$ cat src/rtl/dws_pkg.sv
package dws_pkg;

  localparam int MUL_LATENCY = 3;
  localparam int MUL_STAGES  = MUL_LATENCY - 1;
  localparam int MUL_SLOTS   = 2;
  localparam int DIV_SLOTS   = 2;
  localparam int FP_SLOTS    = 4;
  localparam int TAG_BITS    = 16;
  localparam int REG_BITS    = 7;
  localparam int LAT_BITS    = 6;
  localparam int RESULT_CAP  = 8;
  localparam int CNT_BITS    = $clog2(RESULT_CAP);
  localparam int WAKE_N      = DIV_SLOTS + FP_SLOTS + MUL_SLOTS;
  localparam int WAKE_IDX_BITS = $clog2(WAKE_N);
  localparam int QUEUE_DEPTH = 2;
  localparam int QPTR_BITS   = $clog2(QUEUE_DEPTH);

  localparam logic [LAT_BITS-1:0] DIV_LAT_RESET = LAT_BITS'(32);

  localparam logic [4:0] FP_GRP_ADD = 5'b00000;
  localparam logic [4:0] FP_GRP_SUB = 5'b00001;
  localparam logic [4:0] FP_GRP_MUL = 5'b00010;
  localparam logic [4:0] FP_GRP_DIV = 5'b00011;
  localparam logic [6:0] FP_F7_SQRT = 7'h2C;
  localparam logic [6:0] FP_F7_CVT_W = 7'h60;
  localparam logic [6:0] FP_F7_CVT_S = 7'h68;
  localparam logic [LAT_BITS-1:0] FP_LAT_SHORT   = LAT_BITS'(3);
  localparam logic [LAT_BITS-1:0] FP_LAT_DEFAULT = LAT_BITS'(5);
  localparam logic [LAT_BITS-1:0] FP_LAT_LONG    = LAT_BITS'(10);

  typedef enum logic [1:0] {
    OP_ISSUE  = 2'd0,
    OP_LOAD   = 2'd1,
    OP_TICK   = 2'd2,
    OP_BRANCH = 2'd3
  } op_t;

  typedef enum logic [2:0] {
    UNIT_OTHER = 3'd0,
    UNIT_MUL   = 3'd1,
    UNIT_DIV   = 3'd2,
    UNIT_FP    = 3'd3,
    UNIT_LOAD  = 3'd4,
    UNIT_STORE = 3'd5
  } unit_t;

  typedef enum logic [2:0] {
    SRC_LOAD = 3'd0,
    SRC_DIV  = 3'd1,
    SRC_FP   = 3'd2,
    SRC_MUL  = 3'd3,
    SRC_FAST = 3'd4
  } src_t;

  typedef enum logic [2:0] {
    CMD_NONE,
    CMD_WAKE,
    CMD_MUL,
    CMD_DIV,
    CMD_FP,
    CMD_TICK,
    CMD_BRANCH
  } cmd_kind_t;

  typedef struct packed {
    cmd_kind_t             kind;
    logic [REG_BITS-1:0]   rg;
    src_t                  src;
    logic [LAT_BITS-1:0]   count;
    logic [TAG_BITS-1:0]   tags;
    logic                  flush;
    logic                  kill;
    logic [TAG_BITS-1:0]   rmask;
  } cmd_t;

  typedef struct packed {
    logic                  valid;
    logic [LAT_BITS-1:0]   count;
    logic [REG_BITS-1:0]   rg;
    logic [TAG_BITS-1:0]   tags;
  } slot_t;

  typedef struct packed {
    logic                  valid;
    logic [REG_BITS-1:0]   rg;
    logic [TAG_BITS-1:0]   tags;
  } mul_ent_t;

  function automatic logic [LAT_BITS-1:0] fp_latency(input logic [6:0] f7);
    logic [LAT_BITS-1:0] lat;
    unique case (f7[6:2])
      FP_GRP_ADD, FP_GRP_SUB: lat = FP_LAT_DEFAULT;
      FP_GRP_MUL:             lat = FP_LAT_SHORT;
      FP_GRP_DIV:             lat = FP_LAT_LONG;
      default: begin
        if (f7 == FP_F7_SQRT) lat = FP_LAT_LONG;
        else if (f7 == FP_F7_CVT_W || f7 == FP_F7_CVT_S) lat = FP_LAT_SHORT;
        else lat = FP_LAT_DEFAULT;
      end
    endcase
    return lat;
  endfunction

endpackage

$ cat src/rtl/dws_if.sv
interface dws_in_if import dws_pkg::*; ();
  logic                valid;
  logic                ready;
  logic [1:0]          op;
  logic                has_dest;
  logic [2:0]          unit_kind;
  logic [6:0]          func7;
  logic [REG_BITS-1:0] dest_reg;
  logic [TAG_BITS-1:0] branch_tags;
  logic [REG_BITS-1:0] load_reg;
  logic                full_flush;
  logic                mispredict;
  logic [TAG_BITS-1:0] kill_mask;
  logic [TAG_BITS-1:0] resolved_mask;

  modport source (
    output valid, op, has_dest, unit_kind, func7, dest_reg, branch_tags, load_reg,
           full_flush, mispredict, kill_mask, resolved_mask,
    input  ready
  );
  modport sink (
    input  valid, op, has_dest, unit_kind, func7, dest_reg, branch_tags, load_reg,
           full_flush, mispredict, kill_mask, resolved_mask,
    output ready
  );
endinterface

interface dws_out_if import dws_pkg::*; ();
  logic                valid;
  logic                ready;
  logic [REG_BITS-1:0] wake_reg;
  logic [2:0]          src_code;
  logic                slot_full;
  logic                last;

  modport source (output valid, wake_reg, src_code, slot_full, last, input ready);
  modport sink (input valid, wake_reg, src_code, slot_full, last, output ready);
endinterface

interface dws_cfg_if import dws_pkg::*; ();
  logic                valid;
  logic                ready;
  logic [LAT_BITS-1:0] divide_latency;

  modport source (output valid, divide_latency, input ready);
  modport sink (input valid, divide_latency, output ready);
endinterface

$ cat src/rtl/dws_front.sv
module dws_front import dws_pkg::*; (
  input  logic        clk,
  input  logic        rst_n,
  dws_in_if.sink      in_ch,
  dws_cfg_if.sink     cfg_ch,
  input  logic        q_full,
  output logic        q_push,
  output cmd_t        q_push_cmd
);

  logic [LAT_BITS-1:0] div_lat_r;
  logic [LAT_BITS-1:0] div_lat_nxt;
  logic [LAT_BITS-1:0] lat;
  cmd_t                cmd;

  assign cfg_ch.ready = 1'b1;
  assign in_ch.ready  = !q_full;

  always_comb begin
    div_lat_nxt = div_lat_r;
    if (cfg_ch.valid) div_lat_nxt = cfg_ch.divide_latency;
  end

  always_ff @(posedge clk) begin
    if (!rst_n) begin
      div_lat_r <= DIV_LAT_RESET;
    end else begin
      div_lat_r <= div_lat_nxt;
    end
  end

  always_comb begin
    cmd      = '0;
    cmd.kind = CMD_NONE;
    cmd.src  = SRC_FAST;
    unique case (in_ch.unit_kind)
      UNIT_MUL: lat = LAT_BITS'(MUL_LATENCY);
      UNIT_DIV: lat = div_lat_r;
      UNIT_FP:  lat = fp_latency(in_ch.func7);
      default:  lat = LAT_BITS'(1);
    endcase
    unique case (in_ch.op)
      OP_ISSUE: begin
        cmd.rg    = in_ch.dest_reg;
        cmd.tags  = in_ch.branch_tags;
        cmd.count = lat - LAT_BITS'(1);
        if (!in_ch.has_dest) begin
          cmd.kind = CMD_NONE;
        end else if (lat <= LAT_BITS'(1)) begin
          if (in_ch.unit_kind == UNIT_LOAD || in_ch.unit_kind == UNIT_STORE) begin
            cmd.kind = CMD_NONE;
          end else begin
            cmd.kind = CMD_WAKE;
          end
        end else if (in_ch.unit_kind == UNIT_MUL) begin
          cmd.kind = CMD_MUL;
        end else if (in_ch.unit_kind == UNIT_DIV) begin
          cmd.kind = CMD_DIV;
        end else begin
          cmd.kind = CMD_FP;
        end
      end
      OP_LOAD: begin
        cmd.kind = CMD_WAKE;
        cmd.rg   = in_ch.load_reg;
        cmd.src  = SRC_LOAD;
      end
      OP_TICK: begin
        cmd.kind = CMD_TICK;
      end
      OP_BRANCH: begin
        cmd.kind  = CMD_BRANCH;
        cmd.flush = in_ch.full_flush;
        cmd.kill  = !in_ch.full_flush && in_ch.mispredict;
        cmd.tags  = in_ch.kill_mask;
        cmd.rmask = in_ch.resolved_mask;
      end
      default: cmd.kind = CMD_NONE;
    endcase
  end

  assign q_push     = in_ch.valid && !q_full && (cmd.kind != CMD_NONE);
  assign q_push_cmd = cmd;

endmodule

$ cat src/rtl/dws_queue.sv
module dws_queue import dws_pkg::*; (
  input  logic clk,
  input  logic rst_n,
  input  logic push,
  input  cmd_t push_cmd,
  output logic full,
  output logic head_valid,
  output cmd_t head_cmd,
  input  logic pop
);

  cmd_t                 mem_r [QUEUE_DEPTH];
  logic [QPTR_BITS-1:0] wr_ptr_r, wr_ptr_nxt;
  logic [QPTR_BITS-1:0] rd_ptr_r, rd_ptr_nxt;
  logic [QPTR_BITS:0]   cnt_r, cnt_nxt;

  assign full       = (cnt_r == (QPTR_BITS+1)'(QUEUE_DEPTH));
  assign head_valid = (cnt_r != '0);
  assign head_cmd   = mem_r[rd_ptr_r];

  always_comb begin
    wr_ptr_nxt = wr_ptr_r;
    rd_ptr_nxt = rd_ptr_r;
    cnt_nxt    = cnt_r;
    if (push) begin
      wr_ptr_nxt = (wr_ptr_r == QPTR_BITS'(QUEUE_DEPTH-1)) ? '0 : wr_ptr_r + QPTR_BITS'(1);
    end
    if (pop) begin
      rd_ptr_nxt = (rd_ptr_r == QPTR_BITS'(QUEUE_DEPTH-1)) ? '0 : rd_ptr_r + QPTR_BITS'(1);
    end
    if (push && !pop) cnt_nxt = cnt_r + (QPTR_BITS+1)'(1);
    else if (pop && !push) cnt_nxt = cnt_r - (QPTR_BITS+1)'(1);
  end

  always_ff @(posedge clk) begin
    if (!rst_n) begin
      wr_ptr_r <= '0;
      rd_ptr_r <= '0;
      cnt_r    <= '0;
    end else begin
      wr_ptr_r <= wr_ptr_nxt;
      rd_ptr_r <= rd_ptr_nxt;
      cnt_r    <= cnt_nxt;
    end
  end

  always_ff @(posedge clk) begin
    if (push) mem_r[wr_ptr_r] <= push_cmd;
  end

endmodule

$ cat src/rtl/dws_back.sv
module dws_back import dws_pkg::*; (
  input  logic        clk,
  input  logic        rst_n,
  input  logic        q_valid,
  input  cmd_t        q_cmd,
  output logic        q_pop,
  dws_out_if.source   out_ch
);

  slot_t    div_r [DIV_SLOTS];
  slot_t    div_nxt [DIV_SLOTS];
  slot_t    fp_r [FP_SLOTS];
  slot_t    fp_nxt [FP_SLOTS];
  mul_ent_t mul_r [MUL_STAGES][MUL_SLOTS];
  mul_ent_t mul_nxt [MUL_STAGES][MUL_SLOTS];

  logic [WAKE_N-1:0]   pend_r, pend_nxt;
  logic [REG_BITS-1:0] pend_reg_r [WAKE_N];
  logic [REG_BITS-1:0] pend_reg_nxt [WAKE_N];
  logic [CNT_BITS-1:0] emit_cnt_r, emit_cnt_nxt;

  logic                out_valid_r, out_valid_nxt;
  logic [REG_BITS-1:0] out_wake_r, out_wake_nxt;
  src_t                out_src_r, out_src_nxt;
  logic                out_full_r, out_full_nxt;
  logic                out_last_r, out_last_nxt;

  logic                    can_out;
  logic                    hit;
  logic                    fin;
  logic [WAKE_IDX_BITS-1:0] idx;
  logic [WAKE_N-1:0]       rest;

  function automatic src_t wake_src(input logic [WAKE_IDX_BITS-1:0] i);
    return (i < WAKE_IDX_BITS'(DIV_SLOTS)) ? SRC_DIV :
           (i < WAKE_IDX_BITS'(DIV_SLOTS + FP_SLOTS)) ? SRC_FP : SRC_MUL;
  endfunction

  assign can_out          = !out_valid_r || out_ch.ready;
  assign out_ch.valid     = out_valid_r;
  assign out_ch.wake_reg  = out_wake_r;
  assign out_ch.src_code  = out_src_r;
  assign out_ch.slot_full = out_full_r;
  assign out_ch.last      = out_last_r;

  always_comb begin
    div_nxt       = div_r;
    fp_nxt        = fp_r;
    mul_nxt       = mul_r;
    pend_nxt      = pend_r;
    pend_reg_nxt  = pend_reg_r;
    emit_cnt_nxt  = emit_cnt_r;
    out_valid_nxt = out_valid_r && !out_ch.ready;
    out_wake_nxt  = out_wake_r;
    out_src_nxt   = out_src_r;
    out_full_nxt  = out_full_r;
    out_last_nxt  = out_last_r;
    q_pop         = 1'b0;
    hit           = 1'b0;
    idx           = '0;
    rest          = '0;
    fin           = 1'b0;

    if (pend_r != '0) begin
      if (can_out) begin
        for (int i = 0; i < WAKE_N; i++) begin
          if (!hit && pend_r[i]) begin
            idx = WAKE_IDX_BITS'(i);
            hit = 1'b1;
          end
        end
        rest          = pend_r & ~(WAKE_N'(1) << idx);
        fin           = (rest == '0) || (emit_cnt_r == CNT_BITS'(RESULT_CAP - 1));
        out_valid_nxt = 1'b1;
        out_wake_nxt  = pend_reg_r[idx];
        out_src_nxt   = wake_src(idx);
        out_full_nxt  = 1'b0;
        out_last_nxt  = fin;
        pend_nxt      = fin ? '0 : rest;
        emit_cnt_nxt  = fin ? '0 : emit_cnt_r + CNT_BITS'(1);
      end
    end else if (q_valid && can_out) begin
      q_pop = 1'b1;
      unique case (q_cmd.kind)
        CMD_WAKE: begin
          out_valid_nxt = 1'b1;
          out_wake_nxt  = q_cmd.rg;
          out_src_nxt   = q_cmd.src;
          out_full_nxt  = 1'b0;
          out_last_nxt  = 1'b1;
        end
        CMD_MUL: begin
          for (int i = 0; i < MUL_SLOTS; i++) begin
            if (!hit && !mul_r[0][i].valid) begin
              mul_nxt[0][i] = '{valid: 1'b1, rg: q_cmd.rg, tags: q_cmd.tags};
              hit = 1'b1;
            end
          end
          if (!hit) begin
            out_valid_nxt = 1'b1;
            out_wake_nxt  = '0;
            out_src_nxt   = SRC_MUL;
            out_full_nxt  = 1'b1;
            out_last_nxt  = 1'b1;
          end
        end
        CMD_DIV: begin
          for (int i = 0; i < DIV_SLOTS; i++) begin
            if (!hit && !div_r[i].valid) begin
              div_nxt[i] = '{valid: 1'b1, count: q_cmd.count, rg: q_cmd.rg, tags: q_cmd.tags};
              hit = 1'b1;
            end
          end
          if (!hit) begin
            out_valid_nxt = 1'b1;
            out_wake_nxt  = '0;
            out_src_nxt   = SRC_DIV;
            out_full_nxt  = 1'b1;
            out_last_nxt  = 1'b1;
          end
        end
        CMD_FP: begin
          for (int i = 0; i < FP_SLOTS; i++) begin
            if (!hit && !fp_r[i].valid) begin
              fp_nxt[i] = '{valid: 1'b1, count: q_cmd.count, rg: q_cmd.rg, tags: q_cmd.tags};
              hit = 1'b1;
            end
          end
          if (!hit) begin
            out_valid_nxt = 1'b1;
            out_wake_nxt  = '0;
            out_src_nxt   = SRC_FP;
            out_full_nxt  = 1'b1;
            out_last_nxt  = 1'b1;
          end
        end
        CMD_TICK: begin
          for (int i = 0; i < DIV_SLOTS; i++) begin
            pend_nxt[i]       = div_r[i].valid && (div_r[i].count == '0);
            pend_reg_nxt[i]   = div_r[i].rg;
            div_nxt[i].valid  = div_r[i].valid && (div_r[i].count != '0);
            div_nxt[i].count  = div_r[i].count - LAT_BITS'(1);
          end
          for (int i = 0; i < FP_SLOTS; i++) begin
            pend_nxt[DIV_SLOTS+i]     = fp_r[i].valid && (fp_r[i].count == '0);
            pend_reg_nxt[DIV_SLOTS+i] = fp_r[i].rg;
            fp_nxt[i].valid           = fp_r[i].valid && (fp_r[i].count != '0);
            fp_nxt[i].count           = fp_r[i].count - LAT_BITS'(1);
          end
          for (int i = 0; i < MUL_SLOTS; i++) begin
            pend_nxt[DIV_SLOTS+FP_SLOTS+i]     = mul_r[MUL_STAGES-1][i].valid;
            pend_reg_nxt[DIV_SLOTS+FP_SLOTS+i] = mul_r[MUL_STAGES-1][i].rg;
            mul_nxt[0][i].valid                = 1'b0;
          end
          for (int s = 1; s < MUL_STAGES; s++) begin
            mul_nxt[s] = mul_r[s-1];
          end
          emit_cnt_nxt = '0;
        end
        CMD_BRANCH: begin
          for (int i = 0; i < DIV_SLOTS; i++) begin
            if (q_cmd.flush || (q_cmd.kill && ((div_r[i].tags & q_cmd.tags) != '0))) begin
              div_nxt[i].valid = 1'b0;
            end else begin
              div_nxt[i].tags = div_r[i].tags & ~q_cmd.rmask;
            end
          end
          for (int i = 0; i < FP_SLOTS; i++) begin
            if (q_cmd.flush || (q_cmd.kill && ((fp_r[i].tags & q_cmd.tags) != '0))) begin
              fp_nxt[i].valid = 1'b0;
            end else begin
              fp_nxt[i].tags = fp_r[i].tags & ~q_cmd.rmask;
            end
          end
          for (int s = 0; s < MUL_STAGES; s++) begin
            for (int i = 0; i < MUL_SLOTS; i++) begin
              if (q_cmd.flush ||
                  (q_cmd.kill && ((mul_r[s][i].tags & q_cmd.tags) != '0))) begin
                mul_nxt[s][i].valid = 1'b0;
              end else begin
                mul_nxt[s][i].tags = mul_r[s][i].tags & ~q_cmd.rmask;
              end
            end
          end
        end
        default: begin
        end
      endcase
    end
  end

  always_ff @(posedge clk) begin
    if (!rst_n) begin
      for (int i = 0; i < DIV_SLOTS; i++) div_r[i].valid <= 1'b0;
      for (int i = 0; i < FP_SLOTS; i++) fp_r[i].valid <= 1'b0;
      for (int s = 0; s < MUL_STAGES; s++) begin
        for (int i = 0; i < MUL_SLOTS; i++) mul_r[s][i].valid <= 1'b0;
      end
      pend_r      <= '0;
      emit_cnt_r  <= '0;
      out_valid_r <= 1'b0;
    end else begin
      div_r       <= div_nxt;
      fp_r        <= fp_nxt;
      mul_r       <= mul_nxt;
      pend_r      <= pend_nxt;
      emit_cnt_r  <= emit_cnt_nxt;
      out_valid_r <= out_valid_nxt;
    end
  end

  always_ff @(posedge clk) begin
    pend_reg_r <= pend_reg_nxt;
    out_wake_r <= out_wake_nxt;
    out_src_r  <= out_src_nxt;
    out_full_r <= out_full_nxt;
    out_last_r <= out_last_nxt;
  end

endmodule

$ cat src/rtl/delayed_wakeup_scheduler.sv
// Wakeup scheduler: turns issue, load-writeback and tick items into register wakes and
// applies branch items to the held slots. The front end accepts one item per cycle while
// the queue is not full into a two-entry command queue and drops items that cause no work.
// The back end takes one command per cycle when its output register is free and no tick
// wakes are pending; a tick ages the slots and then reports each wake it found (up to
// eight) in turn. Results leave through a single output register; the queue lets the input
// side keep moving while a result waits.
module delayed_wakeup_scheduler import dws_pkg::*; (
  input  logic      clk,
  input  logic      rst_n,
  dws_in_if.sink    in_ch,
  dws_out_if.source out_ch,
  dws_cfg_if.sink   cfg_ch
);

  logic q_push;
  cmd_t q_push_cmd;
  logic q_full;
  logic q_valid;
  cmd_t q_head;
  logic q_pop;

  dws_front u_front (
    .clk        (clk),
    .rst_n      (rst_n),
    .in_ch      (in_ch),
    .cfg_ch     (cfg_ch),
    .q_full     (q_full),
    .q_push     (q_push),
    .q_push_cmd (q_push_cmd)
  );

  dws_queue u_queue (
    .clk        (clk),
    .rst_n      (rst_n),
    .push       (q_push),
    .push_cmd   (q_push_cmd),
    .full       (q_full),
    .head_valid (q_valid),
    .head_cmd   (q_head),
    .pop        (q_pop)
  );

  dws_back u_back (
    .clk     (clk),
    .rst_n   (rst_n),
    .q_valid (q_valid),
    .q_cmd   (q_head),
    .q_pop   (q_pop),
    .out_ch  (out_ch)
  );

  a_no_overflow: assert property (@(posedge clk) disable iff (!rst_n)
    q_push |-> !q_full)
    else $error("queue written while full");

  a_no_underflow: assert property (@(posedge clk) disable iff (!rst_n)
    q_pop |-> q_valid)
    else $error("queue read while empty");

  a_full_is_single: assert property (@(posedge clk) disable iff (!rst_n)
    (out_ch.valid && out_ch.slot_full) |-> (out_ch.wake_reg == '0 && out_ch.last))
    else $error("slot_full result malformed");

  a_none_kept: assert property (@(posedge clk) disable iff (!rst_n)
    (q_push && q_push_cmd.kind == CMD_NONE) |-> 1'b0)
    else $error("empty command queued");

endmodule

$ cat src/flat_wrapper.sv
// flat-port wrapper written by rule: the top's interface ports become plain ports
module delayed_wakeup_scheduler_flat import dws_pkg::*;
  (clk, rst_n, in_ch_valid, in_ch_op, in_ch_has_dest, in_ch_unit_kind, in_ch_func7, in_ch_dest_reg, in_ch_branch_tags, in_ch_load_reg, in_ch_full_flush, in_ch_mispredict, in_ch_kill_mask, in_ch_resolved_mask, in_ch_ready, out_ch_valid, out_ch_wake_reg, out_ch_src_code, out_ch_slot_full, out_ch_last, out_ch_ready, cfg_ch_valid, cfg_ch_divide_latency, cfg_ch_ready);
  dws_in_if in_ch_i ();
  dws_out_if out_ch_i ();
  dws_cfg_if cfg_ch_i ();
  input  logic clk;
  input  logic rst_n;
  input wire logic [$bits(in_ch_i.valid)-1:0] in_ch_valid;
  input wire logic [$bits(in_ch_i.op)-1:0] in_ch_op;
  input wire logic [$bits(in_ch_i.has_dest)-1:0] in_ch_has_dest;
  input wire logic [$bits(in_ch_i.unit_kind)-1:0] in_ch_unit_kind;
  input wire logic [$bits(in_ch_i.func7)-1:0] in_ch_func7;
  input wire logic [$bits(in_ch_i.dest_reg)-1:0] in_ch_dest_reg;
  input wire logic [$bits(in_ch_i.branch_tags)-1:0] in_ch_branch_tags;
  input wire logic [$bits(in_ch_i.load_reg)-1:0] in_ch_load_reg;
  input wire logic [$bits(in_ch_i.full_flush)-1:0] in_ch_full_flush;
  input wire logic [$bits(in_ch_i.mispredict)-1:0] in_ch_mispredict;
  input wire logic [$bits(in_ch_i.kill_mask)-1:0] in_ch_kill_mask;
  input wire logic [$bits(in_ch_i.resolved_mask)-1:0] in_ch_resolved_mask;
  output wire logic [$bits(in_ch_i.ready)-1:0] in_ch_ready;
  output wire logic [$bits(out_ch_i.valid)-1:0] out_ch_valid;
  output wire logic [$bits(out_ch_i.wake_reg)-1:0] out_ch_wake_reg;
  output wire logic [$bits(out_ch_i.src_code)-1:0] out_ch_src_code;
  output wire logic [$bits(out_ch_i.slot_full)-1:0] out_ch_slot_full;
  output wire logic [$bits(out_ch_i.last)-1:0] out_ch_last;
  input wire logic [$bits(out_ch_i.ready)-1:0] out_ch_ready;
  input wire logic [$bits(cfg_ch_i.valid)-1:0] cfg_ch_valid;
  input wire logic [$bits(cfg_ch_i.divide_latency)-1:0] cfg_ch_divide_latency;
  output wire logic [$bits(cfg_ch_i.ready)-1:0] cfg_ch_ready;
  assign in_ch_i.valid = in_ch_valid;
  assign in_ch_i.op = in_ch_op;
  assign in_ch_i.has_dest = in_ch_has_dest;
  assign in_ch_i.unit_kind = in_ch_unit_kind;
  assign in_ch_i.func7 = in_ch_func7;
  assign in_ch_i.dest_reg = in_ch_dest_reg;
  assign in_ch_i.branch_tags = in_ch_branch_tags;
  assign in_ch_i.load_reg = in_ch_load_reg;
  assign in_ch_i.full_flush = in_ch_full_flush;
  assign in_ch_i.mispredict = in_ch_mispredict;
  assign in_ch_i.kill_mask = in_ch_kill_mask;
  assign in_ch_i.resolved_mask = in_ch_resolved_mask;
  assign in_ch_ready = in_ch_i.ready;
  assign out_ch_valid = out_ch_i.valid;
  assign out_ch_wake_reg = out_ch_i.wake_reg;
  assign out_ch_src_code = out_ch_i.src_code;
  assign out_ch_slot_full = out_ch_i.slot_full;
  assign out_ch_last = out_ch_i.last;
  assign out_ch_i.ready = out_ch_ready;
  assign cfg_ch_i.valid = cfg_ch_valid;
  assign cfg_ch_i.divide_latency = cfg_ch_divide_latency;
  assign cfg_ch_ready = cfg_ch_i.ready;
  delayed_wakeup_scheduler u_core (.clk(clk), .rst_n(rst_n), .in_ch(in_ch_i), .out_ch(out_ch_i), .cfg_ch(cfg_ch_i));
endmodule
$ cat config.mk
export PLATFORM = sky130hd
export DESIGN_NAME = delayed_wakeup_scheduler_flat
export DESIGN_NICKNAME = d
export VERILOG_FILES = /design/src/rtl/dws_pkg.sv /design/src/rtl/dws_if.sv /design/src/rtl/dws_front.sv /design/src/rtl/dws_queue.sv /design/src/rtl/dws_back.sv /design/src/rtl/delayed_wakeup_scheduler.sv /design/src/flat_wrapper.sv
export SDC_FILE = /design/constraint.sdc
export NUM_CORES = 1
export LEC_CHECK = 0
export ABC_AREA = 1
export BUFFER_PORTS_ARGS = -buffer_cell sky130_fd_sc_hd__buf_2
export CAP_MARGIN = 20
export CORE_UTILIZATION = 48
export CTS_BUF_LIST = sky130_fd_sc_hd__clkbuf_16
export DETAILED_ROUTE_END_ITERATION = 8
export GPL_TIMING_DRIVEN = 0
export PLACE_DENSITY = 0.78
export SLEW_MARGIN = 20
export SYNTH_ARGS = -nofsm -noshare
export SYNTH_HDL_FRONTEND = slang
export SYNTH_SLANG_ARGS = --single-unit
$ cat constraint.sdc
create_clock -name clk -period 4 [get_ports clk]
set_input_delay 0.2 -clock clk [delete_from_list [all_inputs] [get_ports clk]]
set_output_delay 0.2 -clock clk [all_outputs]
set_load 0.05 [all_outputs]
After elaboration in Yosys (flattened, before gate mapping)
Memory sizes are Yosys's and may differ from the RTL's. A register that Yosys moved wholly into a read port is not among the register bits.
Index checks and enable logic that the tools add are counted.
- bits in registers: 366
- bits in latches: 0
- bits in writable memories: 106
- ROM bits: 0
- input port bits: 88
- output and inout port bits: 15
- word-level logic and storage cells: 500
- memories: 1
- add/subtract/negate cells: 12
- multipliers: 0
- div/mod/pow operators: 0
- $lt $le $gt $ge: 4
- eq/ne operators: 54
- shifts and indexed selects: 1
- mux-type cells: 187
- bitwise gates (word level): 28
- reduce and logical (&&, ||, !) cells: 158
- memory list (name ; words ; bits a word ; rd ports ; clocked after memory_dff ; write ports ; RTL line ; source):
    u_core.u_queue.mem_r ; 2 ; 53 ; 1 ; 1 ; 1 ; dws_queue.sv:12 ; cmd_t mem_r [QUEUE_DEPTH];
- operators by type and width (operator ; number):
    16-bit AND ; 20
    16-bit one-hot mux with 2 select lines ; 10
    16-bit 2-to-1 mux ; 11
    16-bit nonzero test ; 10
    30-bit 2-to-1 mux ; 4
    5-bit AND reduction ; 21
    1-bit 2-to-1 mux ; 89
    3-bit 2-to-1 mux ; 25
    6-bit one-hot mux with 2 select lines ; 6
    29-bit 2-to-1 mux ; 2
    2-bit != test, second input constant ; 29
    7-bit 2-to-1 mux ; 8
    6-bit AND reduction ; 9
    6-bit by 1-bit subtractor with 6-bit output, second input constant ; 7
    1-bit logical AND ; 41
    8-bit 2-to-1 mux ; 5
    6-bit logical NOT ; 6
    6-bit nonzero test ; 6
    17-bit one-hot mux with 2 select lines ; 1
    7-bit one-hot mux with 4 select lines ; 1
    24-bit 2-to-1 mux ; 1
    1-bit one-hot mux with 3 select lines ; 8
    3-bit one-hot mux with 4 select lines ; 2
    4-bit AND reduction ; 6
    45 further kinds ; 116

Longest topological paths before layout
Gate-level depths: netlist of run 1.
- depth after elaboration: 47
- mapped depth: 23
- gate-level depth less buffers: 23

Cells and area by module
Synthesis of run 1 repeated with hierarchy kept, for this count alone.
- cell total of the unflattened synthesis: 2033
- area, all modules: 21931.0 µm²
- modules (own cells, without submodules) (module ; times used ; cells each ; area an instance (µm²) ; seq. area each (µm²)):
    dws_back ; 1 ; 1599 ; 16364.4 ; 10470.0
    dws_queue ; 1 ; 200 ; 4306.6 ; 3283.1
    dws_front ; 1 ; 234 ; 1260.0 ; 120.1

Worst setup path after synthesis of run 1
OpenSTA, ideal clock, no wires.
- path type: input port to flip-flop
- from: in in_ch_unit_kind[2]
- to: mem u_core.u_queue.mem_r[0][0] (netlist name) (enable)
- setup time: 460 ps
- data arrival time: 3717 ps
- data required time: 3540 ps
- setup slack: -177 ps
- stages on the path: 14
- path buffers: 0
- cell sequence: inv_1 -> nand3_1 -> o21ai_0 -> inv_1 -> ha_1 -> nor2_1 -> nor2_1 -> nand4_1 -> nand2_1 -> nand2_1 -> nor2_1 -> nand2_1 -> nand2_1 -> nor2_1
- RTL lines (what ; RTL line ; source):
    start, declared ; flat_wrapper.sv:12 ; input wire logic [$bits(in_ch_i.unit_kind)-1:0] in_ch_unit_kind;
    end, declared ; dws_queue.sv:12 ;

==> metrics, run 1 <==
Die Width=212.7 microns; Congestion Overflow GR=0; Slew @ Worst Pin=1058 ps; Inserted Diodes=0; vias in the first global route=15780; share of the synthesized area in the top cell type=0.6144; critical path cell sequence=buf_4, o21ai_0, buf_2, o22ai_1, nor2_1, nand4_1, nand2_1, a21oi_1, nor3_2, buf_6; drt via density=5.837; Die Height=212.7 microns; dominant cells by area after synthesis=edfxtp_1, o22ai_1, nand2_1; Tot GR Track Use=0.2415; status=completed; Crit Path Category=reg -> reg; I/O pin count=103; Total Power=16.27 mW; H-tree Lvls=2; Cells after Synth=1999; cell family with most CP delay=simple AND/OR/NAND/NOR gates; clk buf depth=3; Seq/Total Area, Yosys=0.6454; CTS Sinks=469; row count=76; asr flop ratio synth=0; final setup margin=750.8 ps; Setup crit end kind=flop; fin util=0.5668; Initial DRC Count=2173; vias=16450; fraction of layout cells with a size suffix above 1=0.1343; RSZ-0062 raised after global routing=false; Pre-Repair DR Iteration Count=8; Detailed Route WL=54130 microns; CP Data Arrival Time=3510 ps; Primary FF master, synth=edfxtp_1; worst endpoint required time=4260 ps; routability cong.=0.9308; drt wl/cell=19.21 microns; area leader, netlist=edfxtp_1; Critical-path top delay cell=nor3_2; max-cap violations=0; post-synthesis net count=2103; NumNets Final=2304; die footprint=45240 sq um; syn_area_per_cell=10.66 sq um; final setup fails=0; biggest regs=u_core.u_back.fp_r (120), u_core.u_queue.mem_r (102), u_core.u_back.mul_r (96); Tmin final=3249 ps; Starting Density=0.4904; Reg with most FFs=u_core.u_back.fp_r; largest net degree at the start of global routing=32; distinct cell type count of the synthesized netlist=49; Final HPWL DP=38330 microns; max-slew violation count=0; PortBufs=100; Max stage delay on crit path=640 ps; initial antenna violation count=0; crit path max fanout=10; Hold-fix buffers, CTS=42; clk_lat worst skew=560 ps; number of routed nets with antenna violations=0; fin crit share=0.8123; clock skew=12.06 ps; Setup Buffers After CTS=0; Root Driver=clkbuf_16; max FFs per register=120; PD cells=660.5 nW/um^2; TritonCTS buffer count=45; Hold WC Path Type=in -> reg; VDD IR-drop max=0.3969 mV; slew margin rel.=0.2747; synth warn=0; EDFF count, synth=436; dpl ws=816.9 ps; final hold violation count=0; clk slew on worst S/H paths=60 ps; CP startpoint kind=flop; maximum clock rate=307.8 MHz; Layout area overhead=15.59%; core area=43460 sq um; Leak Pwr=9.575 nW; Netlist Area Pre-Place=21310 sq um; #FFs+latches synth=469; Residual DRC=0; post_cts resized=0; TritonCTS clock tree=yes; WP buf/inv=3; first-pass GRT wire length=84310 microns
-- cell families (layout without fill, tap and decap cells) --
| logic type | after synthesis | in the layout | share of synthesized area |
|---|---|---|---|
| AND/OR/NAND/NOR | 660 | 660 | 0.1353 |
| flip-flops | 469 | 469 | 0.6454 |
| AO/OA/AOI/OAI | 437 | 437 | 0.1260 |
| buffers and inverters | 393 | 627 | 0.07398 |
| XOR/XNOR | 19 | 19 | 0.007809 |
| adder cells (fa/ha/maj) | 16 | 16 | 0.009395 |
| multiplexers | 4 | 4 | 0.001879 |
| other | 1 | 1 | 0.0001760 |
-- worst register-to-register path, stage by stage, from the launching register on --
cell and delay [ps]:
dfxtp_1 400, buf_4 220, o21ai_0 450, buf_2 360, o22ai_1 110, nor2_1 160, nand4_1 140, nand2_1 130
a21oi_1 100, nor3_2 640, buf_6 250
-- cell type report --
type / count / area, sq um
Sequential cell: 469 / 13750
Multi-Input combinational cell: 1137 / 6041
Inverter: 310 / 1164
Timing Repair Buffer: 154 / 1122
Buffer: 83 / 412.9
Fill cell: 3459 / 18830
Clock inverter: 34 / 255.2
Tap cell: 585 / 732.0
Clock buffer: 46 / 1151
-- routing by layer --
layer	up-vias	track usage	part of all wire
li1	7447	-	-
met1	7814	0.3218	0.39
met2	1043	0.3943	0.47
met3	144	0.04309	0.10
met4	0	0.09328	0.032
met5	-	0	0
-- layout by cell type (no fill, tap or decap), drive strengths merged, types with 4 or more instances in the layout --
cell type    count
dlygate4sd3     42
xor2             4
clkinv          23
inv            314
nor3            19
xnor2           15
edfxtp         436
o31ai           12
dfxtp           33
a21oi           69
o22ai          226
nand3           75
nor2           173
nand2          330
mux2i            4
or2             10
clkbuf          86
a22o             7
nand4           45
buf            155
nand3b           4
clkinvlp         4
a31oi            8
o21ai          108
ha              16
-- worst paths after layout --
path / start / to / slack (ps) / cells past startpoint
worst max-delay path: flop / u_core.u_back.fp_r[69]$_DFFE_PP_ / 750 / 10
worst min-delay path: in_ch_mispredict / u_core.u_queue.mem_r[1][16]$_DFFE_PP_ / 30 / 3
worst max register to register: flop / u_core.u_back.fp_r[69]$_DFFE_PP_ / 750 / 10
worst min register to register: u_core.u_back.mul_r[64]$_DFFE_PP_ / u_core.u_back.mul_r[16]$_DFFE_PP_ / 410 / 0
-- metrics by stage --
stage	setup TNS [ps]	hold WS, ps	instances	instance area, sq um
floorplan	0	300.4	1999	21310
global placement	-72800	400.7	2684	22540
detailed placement	0	404.5	2696	22800
CTS	0	9.489	2818	24630
global route	0	27.84	2818	24630
finish	0	28.71	2818	24630
-- synth_stat cells (2+ instances only) --
library cell / number
buf_2: 21
buf_6: 4
o21ai_2: 18
or2_0: 7
clkinv_1: 2
nand3b_1: 4
xnor2_1: 15
ha_1: 16
nand3_1: 73
nor2_2: 4
nand4_1: 45
edfxtp_1: 436
o21ai_0: 77
nand2_2: 21
inv_2: 12
dfxtp_1: 33
o22ai_1: 219
nand2_1: 308
o22ai_2: 7
buf_4: 12
buf_1: 6
a22o_1: 7
a21oi_1: 69
or2_2: 2
nor2_4: 3
nor3_1: 17
nor2_1: 166
o32ai_1: 3
o31ai_1: 12
xor2_1: 4
or3_1: 3
a31oi_1: 8
mux2i_1: 4
clkbuf_1: 40
inv_1: 296
o21ai_1: 12
-- power by group --
group / internal, mW / switching, mW
sequential: 6.11 / 0.172
clock: 2.29 / 1.80
combinational: 1.58 / 4.31
total: 9.98 / 6.29
Power figures use the tool's default switching activity.
==> inputs of run 2 (changes only) <==
- clock period: 4 -> 2.9 ns (I/O delays scaled with it)
==> metrics, run 2 (synthesized netlist as in run 1, its figures left out) <==
final setup margin=103.1 ps (-647.7 ps); FF-to-FF setup slack=100 ps (-650 ps); Flop pwr share=0.385 (about the same); fin crit share=0.9645 (+0.1522); Tot GR Track Use=0.2480 (+0.006416); biggest regs=u_core.u_back.fp_r (120), u_core.u_queue.mem_r (102), u_core.u_back.mul_r (96); final hold violation count=0 (unchanged); Crit Path Category=reg -> reg; Detailed Route WL=55700 microns (+2.9%); drt via density=5.874 (+0.64%); status=completed; crit path max fanout=10 (unchanged); clk buf depth=3 (unchanged); Congestion Overflow GR=0 (unchanged); Starting Density=0.4904 (unchanged); clk_lat worst skew=570 ps (about the same); CP Capture Point=u_core.u_back.fp_r[98]$_DFFE_PP_; core area=43460 sq um (unchanged); final setup fails=0 (unchanged); most frequent cells in the layout=edfxtp_1, inv_1, nand2_1; Root Driver=clkbuf_16; first-pass GRT wire length=86290 microns (+2.3%); Logic pwr share=0.368 (+0.006); Reg with most FFs=u_core.u_back.fp_r; Die Height=212.7 microns (unchanged); largest net degree at the start of global routing=31 (-3.1%); maximum clock rate=357.5 MHz (+16%); fraction of layout cells with a size suffix above 1=0.1374 (+0.003097); Tmin final=2797 ps (-452.3 ps); number of routed nets with antenna violations=0 (unchanged); vias in the first global route=16110 (+2.1%); I/O pin count=103 (unchanged); Reg-to-Reg End=u_core.u_back.fp_r[98]$_DFFE_PP_; TritonCTS buffer count=45 (unchanged); Final HPWL DP=38680 microns (+0.92%); Pre-Repair DR Iteration Count=6 (-2); R2R cell count=11 (+1); CTS Sinks=469 (unchanged); CP startpoint kind=flop; drt wl/cell=19.50 microns (+1.5%); Sw Ratio=0.3869 (+0.0005063); vias=16780 (+2.0%); max-slew violation count=0 (unchanged); NumNets Final=2345 (+1.8%); clock skew=17.82 ps (+5.764 ps); Slew @ Worst Pin=1046 ps (-11.85 ps); Hold WC Path Type=in -> reg; dpl ws=-310.9 ps (-1128 ps); Internal Power=13.82 mW (+38%); PD cells=899.6 nW/um^2 (+36%); CP Data Arrival Time=3070 ps (-440 ps); Layout area overhead=17.62%; max-cap violations=0 (unchanged); commonest non-fill, non-tap cell in the layout=edfxtp_1; fin util=0.5768 (+0.009962); hold slack=20.70 ps (-8.010 ps); Setup crit end kind=flop; VDD IR-drop max=0.7297 mV (+84%); worst endpoint required time=3170 ps (-1090 ps); routability cong.=0.9250 (-0.62%); slew margin rel.=0.2829 (+0.008123); Residual DRC=0 (unchanged); Switch Pwr=8.724 mW (+39%); PortBufs=100 (unchanged); Initial DRC Count=2326 (+7.0%); Total Power=22.55 mW (+39%); row count=76 (unchanged); Die Width=212.7 microns (unchanged); die footprint=45240 sq um (unchanged); H-tree Lvls=2 (unchanged); Leak Pwr=9.827 nW (+2.6%); clock power share=0.247 (-0.004); clk slew on worst S/H paths=70 ps (about the same); max FFs per register=120 (unchanged); initial antenna violation count=1 (+1); TritonCTS clock tree=yes
-- run 2: changes by cell type in the layout (fill, tap and decap cells not counted), moves of 5 or more --
cell           delta
clkinv_1          -7
inv_1            +11
o21ai_0          -14
nor2_1            -5
o21ai_1          +12
buf_4             +9
clkinv_2          -5
nor2_2            +5
dlygate4sd3_1    +31
-- run 2: per-layer routing --
metal | up-vias | share of wire | routed length [microns] | GRT usage
li1 | 7529 | - | - | -
met1 | 7942 | 0.39 | 21620 | 0.3312
met2 | 1131 | 0.47 | 25960 | 0.3938
met3 | 174 | 0.11 | 5907 | 0.04501
met4 | 0 | 0.040 | 2214 | 0.1161
met5 | - | 0 | 0 | 0
-- run 2: critical path, stage by stage (launching register included) --
cell	delay, ps
dfxtp_2	420
buf_4	210
nand2_1	70
o21ai_1	200
buf_4	260
o22ai_1	100
nor2_1	210
nand2_1	150
o21ai_2	190
nand2_1	120
a21oi_4	350
buf_6	220
-- run 2: repair_timing --
item	in CTS	in global routing
setup endpoints to repair	162	231
hold endpoints to repair	84	0
gates resized for setup	16	20
gates cloned	1	0
hold buffers	73	0
pin swaps	4	1
buffers inserted	4	3
-- run 2: power groups by stage --
stage          clock (mW)  sequential [mW]  combinational (mW)
2_1_floorplan           0             9.07                5.00
3_3_place_gp            0             8.79                7.48
3_5_place_dp            0             8.81                7.83
4_1_cts              5.58             8.67                7.99
5_1_grt              5.82             8.72                8.87
6_report             5.58             8.68                8.29
-- run 2: through the flow --
step / cells / TNS (ps) / instance area (sq um)
global placement: 2684 / -197220 / 22560
detailed placement: 2698 / -30190 / 22820
floorplan: 1999 / -3563 / 21330
CTS: 2852 / 0 / 25010
global route: 2856 / -48.99 / 25060
finish: 2856 / 0 / 25060
-- run 2: cell type report --
| class | instances | area, sq um |
|---|---|---|
| Fill cell | 3382 | 18390 |
| Sequential cell | 469 | 13750 |
| Multi-Input combinational cell | 1137 | 6101 |
| Timing Repair Buffer | 194 | 1496 |
| Clock buffer | 48 | 1201 |
| Inverter | 310 | 1167 |
| Tap cell | 585 | 732.0 |
| Buffer | 83 | 424.2 |
| Clock inverter | 28 | 177.7 |
| Timing Repair inverter | 1 | 7.507 |
| Antenna cell | 1 | 2.502 |
-- run 2: worst min-delay path by stage --
stage / cells after the start / slack [ps] / end / start
finish: 3 / 20 / u_core.u_queue.mem_r[1][31]$_DFFE_PP_ / in_ch_kill_mask[13]
global route: 3 / 20 / u_core.u_queue.mem_r[1][31]$_DFFE_PP_ / in_ch_kill_mask[13]
CTS: 3 / 0.8 / u_core.u_queue.mem_r[0][27]$_DFFE_PP_ / in_ch_branch_tags[9]
detailed placement: 3 / 370 / u_core.u_front.div_lat_r[1]$_SDFFE_PN0P_ / cfg_ch_divide_latency[1]
global placement: 3 / 370 / u_core.u_front.div_lat_r[5]$_SDFFE_PN1P_ / cfg_ch_divide_latency[5]
floorplan: 1 / 250 / u_core.u_front.div_lat_r[5]$_SDFFE_PN1P_ / cfg_ch_valid
